File: config.mk
export PLATFORM = sky130hd
export DESIGN_NAME = sme_ctrl
export DESIGN_NICKNAME = d
export VERILOG_FILES = /design/src/sme_pkg.sv /design/src/sme_ctrl.sv
export SDC_FILE = /design/constraint.sdc
export NUM_CORES = 1
export LEC_CHECK = 0
export ABC_AREA = 1
export BUFFER_PORTS_ARGS = -buffer_cell sky130_fd_sc_hd__buf_2
export CAP_MARGIN = 10
export CORE_AREA = 2 2 39 41
export DETAILED_ROUTE_END_ITERATION = 8
export DIE_AREA = 0 0 41 43
export PLACE_DENSITY = 0.45
export SETUP_SLACK_MARGIN = 0.3
export SYNTH_ARGS = -nofsm -noshare
export SYNTH_HDL_FRONTEND = slang
export SYNTH_SLANG_ARGS = --single-unit
File: constraint.sdc
create_clock -name i_clk -period 1.3 [get_ports i_clk]
set_input_delay 0.065 -clock i_clk [delete_from_list [all_inputs] [get_ports i_clk]]
set_output_delay 0.065 -clock i_clk [all_outputs]
set_load 0.1 [all_outputs]
File: src/sme_pkg.sv
// Package for the stack machine executor: constants, codes and controller types.
`default_nettype none
package sme_pkg;
    localparam int STACK_DEPTH_DEF = 16;
    localparam int NUM_VARS_DEF    = 64;
    localparam int FRAC_BITS_DEF   = 16;
    localparam int VALUE_WIDTH_DEF = 48;
    localparam int IN_W            = 48;
    localparam int MODE_W          = 4;
    localparam int IDX_W           = 6;
    localparam int CODE_W          = 3;

    localparam logic [MODE_W-1:0] OP_PUSH  = 4'd0;
    localparam logic [MODE_W-1:0] OP_LOAD  = 4'd1;
    localparam logic [MODE_W-1:0] OP_STORE = 4'd2;
    localparam logic [MODE_W-1:0] OP_ADD   = 4'd3;
    localparam logic [MODE_W-1:0] OP_SUB   = 4'd4;
    localparam logic [MODE_W-1:0] OP_MUL   = 4'd5;
    localparam logic [MODE_W-1:0] OP_DIV   = 4'd6;
    localparam logic [MODE_W-1:0] OP_SHL   = 4'd7;
    localparam logic [MODE_W-1:0] OP_PRINT = 4'd8;

    localparam logic [CODE_W-1:0] ERR_UNDERFLOW = 3'd0;
    localparam logic [CODE_W-1:0] ERR_UNDEF     = 3'd1;
    localparam logic [CODE_W-1:0] ERR_ZERO_DIV  = 3'd2;
    localparam logic [CODE_W-1:0] ERR_NEG_SHIFT = 3'd3;
    localparam logic [CODE_W-1:0] ERR_OVERFLOW  = 3'd4;

    typedef enum logic [2:0] {
        ST_IDLE, ST_READ, ST_EXEC, ST_WAIT, ST_WRITE, ST_OUT
    } t_state;

    // Commands from the controller to the datapath.
    typedef struct packed {
        logic       capture;   // latch the incoming request
        logic       rd_stack;  // start memory reads of the stack top
        logic       exec;      // decode and start the operation
        logic       commit;    // write back the stack and variables
    } t_cmd;

    // Status from the datapath to the controller.
    typedef struct packed {
        logic       busy;      // operand reads or a multi-cycle unit still running
        logic       has_out;   // this request yields a result
    } t_sts;
endpackage
`default_nettype wire

File: src/sme_ctrl.sv
// Controller state machine sequencing one request through the datapath.
`default_nettype none
module sme_ctrl (
    input  wire            i_clk,
    input  wire            i_rst_n,
    input  wire            i_in_valid,
    output logic           o_in_ready,
    output logic           o_out_valid,
    input  wire            i_out_ready,
    input  sme_pkg::t_sts  i_sts,
    output sme_pkg::t_cmd  o_cmd
);
    sme_pkg::t_state r_state, n_state;

    // State register.
    always_ff @(posedge i_clk) begin
        if (!i_rst_n) begin
            r_state <= sme_pkg::ST_IDLE;
        end else begin
            r_state <= n_state;
        end
    end

    // Next-state logic.
    always_comb begin
        n_state = r_state;
        unique case (r_state)
            sme_pkg::ST_IDLE:  if (i_in_valid) n_state = sme_pkg::ST_READ;
            sme_pkg::ST_READ:  n_state = sme_pkg::ST_EXEC;
            sme_pkg::ST_EXEC:  n_state = sme_pkg::ST_WAIT;
            sme_pkg::ST_WAIT:  if (!i_sts.busy) n_state = sme_pkg::ST_WRITE;
            sme_pkg::ST_WRITE: n_state = i_sts.has_out ? sme_pkg::ST_OUT : sme_pkg::ST_IDLE;
            sme_pkg::ST_OUT:   if (i_out_ready) n_state = sme_pkg::ST_IDLE;
            default:           n_state = sme_pkg::ST_IDLE;
        endcase
    end

    // Output decode.
    always_comb begin
        o_in_ready   = (r_state == sme_pkg::ST_IDLE);
        o_out_valid  = (r_state == sme_pkg::ST_OUT);
        o_cmd.capture  = (r_state == sme_pkg::ST_IDLE) && i_in_valid;
        o_cmd.rd_stack = (r_state == sme_pkg::ST_READ);
        o_cmd.exec     = (r_state == sme_pkg::ST_EXEC);
        o_cmd.commit   = (r_state == sme_pkg::ST_WRITE);
    end
endmodule
`default_nettype wire

==> results of run 1 <==
-- final timing paths --
check | start | to | slack (ns)
worst max register to register | r_state[1] | r_state[0] | 0.18
worst min register to register | r_state[1] | r_state[1] | 0.64
worst min-delay path | i_rst_n | r_state[0] | 0.08
worst max-delay path | r_state[2] | o_out_valid | 0.09
-- final cells by class --
cell class / count / area, um^2
clock buffer: 4 / 26.3
sequential: 3 / 71.3
timing repair buffer: 19 / 205
multi-input combinational: 23 / 211
tap: 16 / 20.0
fill: 133 / 812
inverter: 6 / 37.5
-- Yosys cell counts (2+ instances only) --
master	n	area, um^2
nor2_1	7	26.3
nand3_1	4	20.0
dfxtp_1	3	60.1
inv_1	3	11.3
inv_2	3	11.3
nand2_1	2	7.51
nor3_1	2	10.0
nor3_2	2	20.0
-- placed cells by master (no fill, tap or decap), drive strengths merged --
master | Yosys | routed
a21boi | 1 | 1
nand3 | 5 | 5
nand2 | 2 | 2
nor2 | 8 | 8
nand4 | 2 | 2
dfxtp | 3 | 3
nor3 | 4 | 4
o21ai | 1 | 1
inv | 6 | 6
clkbuf | 0 | 4
buf | 1 | 19
-- logic make-up (layout without fill, tap and decap cells) --
kind of cell / after synthesis / after routing
buffers and inverters: 7 / 29
AND/OR/NAND/NOR: 21 / 21
AO/OA/AOI/OAI: 2 / 2
flip-flops: 3 / 3
-- routing by layer --
layer / vias up / GRT usage [%] / wire length (um)
met1: 129 / 10.3 / 250
met4: 0 / 8.00 / 0
li1: 152 / - / -
met3: 0 / 1.57 / 25
met5: - / 0 / 0
met2: 7 / 14.1 / 380
-- metrics by stage --
stage,worst slack [ns],instances,instance area (um^2)
finish,0.0887,71,572
global route,0.0505,71,572
CTS,0.0322,68,534
detailed placement,0.233,59,448
global placement,0.231,59,448
floorplan,-0.268,33,298
-- worst reg2reg max path: stages (launching register included) --
cell,delay [ns]
dfxtp_4,0.40
nor2_4,0.05
buf_4,0.12
buf_4,0.13
nand3_1,0.08
o21ai_1,0.08
nor2_2,0.11
nor2_1,0.04
-- timing repair --
item                                   CTS  global route
endpoints found under the hold margin    0             0
setup endpoints to repair                8             9
gates cloned                             0             0
setup buffers                            5             3
pin swaps                                7             6
resized for setup                        6             4
==> impl_metrics.env, run 1 <==
export IMPL_synth_compound_area_share_pct=5.71
export IMPL_yosysUniqueCellTypes=15
export IMPL_finClkSkew_ns=0.00269
export IMPL_cts_buffers=3
export IMPL_drive_above_1_share_pct=74.5
export IMPL_largest_register="r_state"
export IMPL_finalSetupTns_ns=0
export IMPL_worstHoldPathType="primary input to flip-flop"
export IMPL_synthToLayoutAreaGrowth_pct=161
export IMPL_cts_tree="built"
export IMPL_wire_per_inst_um=9.24
export IMPL_relSlewSlack_pct=86.4
export IMPL_synth_edff_count=0
export IMPL_clk_pin_slew_ns=0.04
export IMPL_finalNetCount=62
export IMPL_drtIter0Drc=2
export IMPL_hold_viol=0
export IMPL_slew_viol_final=0
export IMPL_firstDrtPassIters=2
export IMPL_fp_dieH_um=43
export IMPL_core_area_mm2=0.00138
export IMPL_gp_congestion=0.706
export IMPL_viasPerCell=4.06
export IMPL_synthCells=33
export IMPL_end_kind="output pin"
export IMPL_path_buf_inv=2
export IMPL_synth_nets=39
export IMPL_vias=288
export IMPL_grtUsageTotal_pct=9.25
export IMPL_largestRegisters="r_state x3"
export IMPL_cap_violations=0
export IMPL_root_buffer="clkbuf_4"
export IMPL_hold_ws_ns=0.0758
export IMPL_reg2regPathDepth=7
export IMPL_num_rows=14
export IMPL_initial_core_util_pct=15.8
export IMPL_cp_cell_sequence="inv_8 > nor3_4 > buf_12"
export IMPL_rsz0062_at_grt="yes"
export IMPL_ios=12
export IMPL_grt_overflow=0
export IMPL_portBuffers=11
export IMPL_clockBufferDepth=2
export IMPL_synth_top_family_by_area="simple AND/OR/NAND/NOR gates"
export IMPL_path_depth=3
export IMPL_drc=0
export IMPL_critPathLaunchType="flip-flop"
export IMPL_htree_levels=1
export IMPL_postRouteAntennaNets=0
export IMPL_antenna_found_initial=0
export IMPL_clock_latency_ns=0.23
export IMPL_synth_adder_area_share_pct=0
export IMPL_synth_xor_area_share_pct=0
export IMPL_cp_slowest_cell="dfxtp_4"
export IMPL_fin_util_pct=41.3
export IMPL_synthSimpleGateAreaFrac_pct=54.3
export IMPL_grt_pass1_wl_mm=1.07
export IMPL_cp_max_fo=8
export IMPL_finalSetupViolCount=0
export IMPL_largest_register_ffs=3
export IMPL_yosysWarnings=0
export IMPL_outcome="finished, final reports clean"
export IMPL_synth_seq_area_share_pct=27.4
export IMPL_die_x_um=41
export IMPL_routed_wl_um=656
export IMPL_muxShareOfSynthArea_pct=0
export IMPL_crit_required_ns=1.24
export IMPL_crit_path_max_incr_delay_ns=0.45
export IMPL_grt_max_degree=9
export IMPL_worstPathArrival_ns=1.15
export IMPL_cts_hold_buf=0
export IMPL_n_antenna_cell=0
export IMPL_synthesis_area_um2=219
export IMPL_hold_path_cell_count=3
export IMPL_synth_ff_latch_count=3
export IMPL_grt_pass1_vias=275
export IMPL_worstSetupPathType="flip-flop to output pin"
export IMPL_async_flop_share_pct=0
export IMPL_min_period_ns=1.21
export IMPL_fmax_ghz=0.826
export IMPL_cts_num_sinks=3
export IMPL_path_delay_family="flip-flops"
export IMPL_place_hpwl_um=436
export IMPL_avgSynthCellArea_um2=6.64
export IMPL_worst_slew_pin_slew_ns=0.204
export IMPL_fin_crit_sh_pct=93.2
export IMPL_yosys_most_used_dff="dfxtp_1"
export IMPL_die_area_mm2=0.00176
Power of run 1 is not shown: default switching activity piles up to over one toggle a cycle in this logic, so the estimate is an artifact.
==> run 2, diff against run 1 <==
CORE_AREA = 8 8 45 47   (was 2 2 39 41)
DIE_AREA = 0 0 53 55   (was 0 0 41 43)
SETUP_SLACK_MARGIN = not set   (was 0.3)
==> run 2 against run 1 <==
Clock-buffer cell count unchanged; die area grew 65%; global-route usage shrank 3.9 points; non-clock buffer count is 8 lower; via count down 6.9%; critical path type unchanged; largest cell class unchanged; highest routed layer unchanged.
==> impl_metrics.env, run 2 (synthesis results as in run 1) <==
export IMPL_finClkSkew_ns=0.00376
export IMPL_worst_slew_pin_slew_ns=0.197
export IMPL_clock_latency_ns=0.23
export IMPL_largest_register="r_state"
export IMPL_clockBufferDepth=2
export IMPL_initial_core_util_pct=15.8
export IMPL_die_area_mm2=0.00292
export IMPL_finalSetupTns_ns=0
export IMPL_antenna_found_initial=0
export IMPL_drive_above_1_share_pct=63.8
export IMPL_slew_viol_final=0
export IMPL_largest_register_ffs=3
export IMPL_root_buffer="clkbuf_4"
export IMPL_portBuffers=11
export IMPL_rsz0062_at_grt="yes"
export IMPL_cap_violations=0
export IMPL_cts_num_sinks=3
export IMPL_post_cts_buffers=0
export IMPL_cts_hold_buf=0
export IMPL_num_rows=14
export IMPL_largestRegisters="r_state x3"
export IMPL_n_antenna_cell=0
export IMPL_seqCellArea_um2=71.3
export IMPL_grt_overflow=0
export IMPL_worstSetupPathType="flip-flop to output pin"
export IMPL_cts_buffers=3
export IMPL_cp_max_fo=6
export IMPL_end_kind="output pin"
export IMPL_postRouteAntennaNets=0
export IMPL_finalSetupViolCount=0
export IMPL_final_cell_mix="buf_12, nor2_1, buf_2, nor3_4, nand3_1"
export IMPL_ios=12
export IMPL_relSlewSlack_pct=86.8
export IMPL_hold_viol=0
export IMPL_die_x_um=53
export IMPL_fin_crit_sh_pct=96.2
export IMPL_routed_wl_um=613
export IMPL_fill_cells=159
export IMPL_grtUsageTotal_pct=5.30
export IMPL_grt_max_degree=9
export IMPL_grt_pass1_wl_mm=1.10
export IMPL_min_period_ns=1.25
export IMPL_synthToLayoutAreaGrowth_pct=121
export IMPL_cts_tree="built"
export IMPL_grt_pass1_vias=281
export IMPL_critPathLaunchType="flip-flop"
export IMPL_fmax_ghz=0.800
export IMPL_wire_per_inst_um=9.73
export IMPL_final_common_cell="buf_12"
export IMPL_gp_congestion=0.698
export IMPL_finalNetCount=54
export IMPL_outcome="finished, final reports clean"
export IMPL_vias=268
export IMPL_firstDrtPassIters=2
export IMPL_drc=0
export IMPL_drtIter0Drc=1
export IMPL_worstPathArrival_ns=1.19
export IMPL_crit_required_ns=1.24
export IMPL_worstHoldPathType="primary input to flip-flop"
export IMPL_multi_input_area_um2=186
export IMPL_fp_dieH_um=55
export IMPL_htree_levels=1
export IMPL_core_area_mm2=0.00138
export IMPL_viasPerCell=4.25
export IMPL_clk_pin_slew_ns=0.04
==> run 2: cell count changes in the layout (fill, tap and decap cells not counted), sizes merged <==
cell / before / now
buf: 19 / 11
==> run 2: timing repair <==
item	in CTS	in global routing
cloned	0	0
setup endpoints to repair	3	2
resized for setup	2	2
==> run 2: final timing paths <==
check                   from    endpoint  slack [ns]  cells past startpoint
hold reg to reg   r_state[1]  r_state[1]        0.60                      2
setup reg to reg  r_state[0]  r_state[1]        0.34                      4
hold / removal       i_rst_n  r_state[0]        0.08                      3
setup / recovery  r_state[1]    o_cmd[3]        0.05                      4
==> run 2: critical path, cell delays in order (launching register included) <==
cell,delay [ns]
dfxtp_4,0.38
nor2_4,0.16
inv_4,0.07
nor3_4,0.15
buf_12,0.20
==> run 2: stage by stage <==
stage / hold WS [ns] / std cells / cell area [um^2] / utilization (%) / setup slack, ns
after floorplan: 0.182 / 33 / 298 / - / -0.268
after global placement: 0.314 / 59 / 448 / 32.4 / 0.202
after detailed placement: 0.318 / 59 / 448 / 32.4 / 0.188
after CTS: 0.0676 / 63 / 479 / 34.6 / 0.0225
after global routing: 0.0871 / 63 / 484 / 35.0 / -0.00683
final: 0.0769 / 63 / 484 / 35.0 / 0.0494
==> run 2: final cells by class <==
cell class	instances	area share, %
multi-input cells	23	38.5
repair buffers	11	30.0
flip-flops and latches	3	14.7
inverters	6	7.24
clock buffers	4	5.43
well taps	16	4.13
==> run 2: per-layer routing <==
layer  GRT usage (%)  vias to the layer above  part of all wire [%]
met4            6.47                        0                     0
met5               0                        -                     0
li1                -                      141                     -
met2            7.62                        8                    47
met3            2.14                        0                    13
met1            5.33                      119                    40
Power of run 2 is left out for the same reason.
==> run 3, diff against run 2 <==
--- a/constraint.sdc
+++ b/constraint.sdc
@@ -3,2 +3,2 @@
 set_output_delay 0.065 -clock i_clk [all_outputs]
-set_load 0.1 [all_outputs]
+set_load 0.02 [all_outputs]
==> run 3 against run 2 <==
Die area is the same; final area shrank 33%; cell count up 1.6%; clock-buffer cell count stayed put; sequential share of layout area rose by 4.5 points; setup slack better by 0.045 ns; clock skew is 0.0024 ns higher; critical path depth unchanged; core utilization down 11 points; highest routed layer is now met4.
==> impl_metrics.env, run 3 (synthesis results as in run 1) <==
export IMPL_final_cell_mix="buf_2, nor2_1, nand3_1"
export IMPL_seqCellArea_um2=62.6
export IMPL_vias=254
export IMPL_cts_buffers=3
export IMPL_critPathLaunchType="flip-flop"
export IMPL_clock_power_share_pct=22.3
export IMPL_portBuffers=11
export IMPL_combinationalPowerShare_pct=51.1
export IMPL_grt_pass1_vias=237
export IMPL_clk_pin_slew_ns=0.04
export IMPL_final_common_cell="buf_2"
export IMPL_clock_latency_ns=0.24
export IMPL_cp_max_fo=6
export IMPL_cts_num_sinks=3
export IMPL_routed_wl_um=590
export IMPL_reg2regPathDepth=6
export IMPL_seqPwrFrac_pct=26.6
export IMPL_grt_overflow=0
export IMPL_hold_ws_ns=0.0729
export IMPL_worstPathArrival_ns=1.14
export IMPL_core_area_mm2=0.00138
export IMPL_worstHoldPathType="primary input to flip-flop"
export IMPL_crit_required_ns=1.24
export IMPL_relSlewSlack_pct=82.9
export IMPL_fin_util_pct=23.5
export IMPL_firstDrtPassIters=1
export IMPL_fill_cells=157
export IMPL_grt_pass1_wl_um=869
export IMPL_ios=12
export IMPL_fp_dieH_um=55
export IMPL_clockBufferDepth=2
export IMPL_finClkSkew_ns=0.00617
export IMPL_wire_per_inst_um=9.22
export IMPL_worst_slew_pin_slew_ns=0.256
export IMPL_hold_end="r_state[0]"
export IMPL_die_x_um=53
export IMPL_r2r_slack_ns=0.22
export IMPL_finalNetCount=55
export IMPL_worstHoldStart="i_rst_n"
export IMPL_drive_above_1_share_pct=52.1
export IMPL_cap_violations=0
export IMPL_fin_crit_sh_pct=92.7
export IMPL_power_density_mw_per_mm2=2310
export IMPL_grtUsageTotal_pct=4.31
export IMPL_root_buffer="clkbuf_4"
export IMPL_largest_register_ffs=3
export IMPL_internal_power_mw=0.391
export IMPL_fin_cells=64
export IMPL_viasPerCell=3.97
export IMPL_drtIter0Drc=0
export IMPL_hold_path_cell_count=3
export IMPL_end_kind="output pin"
export IMPL_initial_core_util_pct=15.8
export IMPL_worstSetupPathType="flip-flop to output pin"
export IMPL_cts_hold_buf=0
export IMPL_rsz0062_at_grt="no"
export IMPL_antenna_found_initial=0
export IMPL_ir_worst_vdd_mv=0.837
export IMPL_p_leak_nw=0.178
export IMPL_n_antenna_cell=0
export IMPL_cts_tree="built"
export IMPL_largestRegisters="r_state x3"
export IMPL_gp_congestion=0.701
export IMPL_reg2reg_from="r_state[1]"
export IMPL_swShare_pct=48.0
export IMPL_largest_register="r_state"
export IMPL_fmax_ghz=0.830
export IMPL_outcome="finished, final reports clean"
export IMPL_grt_max_degree=9
export IMPL_place_hpwl_um=476
export IMPL_slew_viol_final=0
export IMPL_drc=0
export IMPL_finalSetupTns_ns=0
export IMPL_place_inst=59
export IMPL_finalSetupViolCount=0
export IMPL_synthToLayoutAreaGrowth_pct=48.6
export IMPL_postRouteAntennaNets=0
export IMPL_num_rows=14
export IMPL_htree_levels=1
export IMPL_multi_input_area_um2=131
export IMPL_die_area_mm2=0.00292
export IMPL_final_area_um2=325
export IMPL_rr_endpoint="r_state[0]"
export IMPL_hold_viol=0
export IMPL_switchingPower_mw=0.361
export IMPL_min_period_ns=1.21
export IMPL_place_area_um2=289
-- run 3: routing by layer --
| metal | GRT usage (%) | vias to the layer above | share of wire (%) | routed length, um |
|---|---|---|---|---|
| li1 | - | 138 | - | - |
| met1 | 3.79 | 105 | 40 | 236 |
| met2 | 6.05 | 9 | 44 | 262 |
| met3 | 4.55 | 2 | 14 | 83 |
| met4 | 2.59 | 0 | 1.0 | 6 |
| met5 | 0 | - | 0 | 0 |
-- run 3: worst max path at each step --
stage	startpoint	endpoint	slack, ns	cells past startpoint
after global routing	r_state[2]	o_out_valid	0.02	3
final	r_state[1]	o_cmd[3]	0.09	4
after CTS	r_state[2]	o_out_valid	0.01	3
after global placement	r_state[2]	r_state[0]	0.25	5
after detailed placement	r_state[2]	r_state[0]	0.24	5
after floorplan	r_state[1]	o_cmd[3]	0.18	3
-- run 3: final cells by class --
| cell class | instances | share of cell area (%) |
|---|---|---|
| multi-input cells | 23 | 40.4 |
| flip-flops and latches | 3 | 19.2 |
| repair buffers | 12 | 19.2 |
| clock buffers | 4 | 8.08 |
| inverters | 6 | 6.92 |
| well taps | 16 | 6.15 |
-- run 3: metrics by stage --
stage / setup slack, ns / total power, mW
after floorplan: 0.183 / 0.458
after CTS: 0.0110 / 0.734
after global routing: 0.0233 / 0.811
after global placement: 0.251 / 0.564
after detailed placement: 0.244 / 0.559
final: 0.0947 / 0.752
-- run 3: worst max-delay path: stages (launching register included) --
cell and delay, ns:
dfxtp_1 0.37, nor2_2 0.13, inv_1 0.07, nor3_1 0.13
buf_2 0.19
-- run 3: what timing repair did --
item	in CTS	in global routing
buffers inserted	0	1
resized for setup	0	2
hold endpoints to repair	0	0
endpoints found under the setup margin	0	2
-- run 3: power groups by stage --
stage | registers (mW) | logic, mW | clock network, mW
detailed placement | 0.197 | 0.362 | 0
global route | 0.207 | 0.421 | 0.183
CTS | 0.195 | 0.362 | 0.177
global placement | 0.197 | 0.367 | 0
finish | 0.200 | 0.385 | 0.168
floorplan | 0.168 | 0.291 | 0
Power figures use the tool's default switching activity.
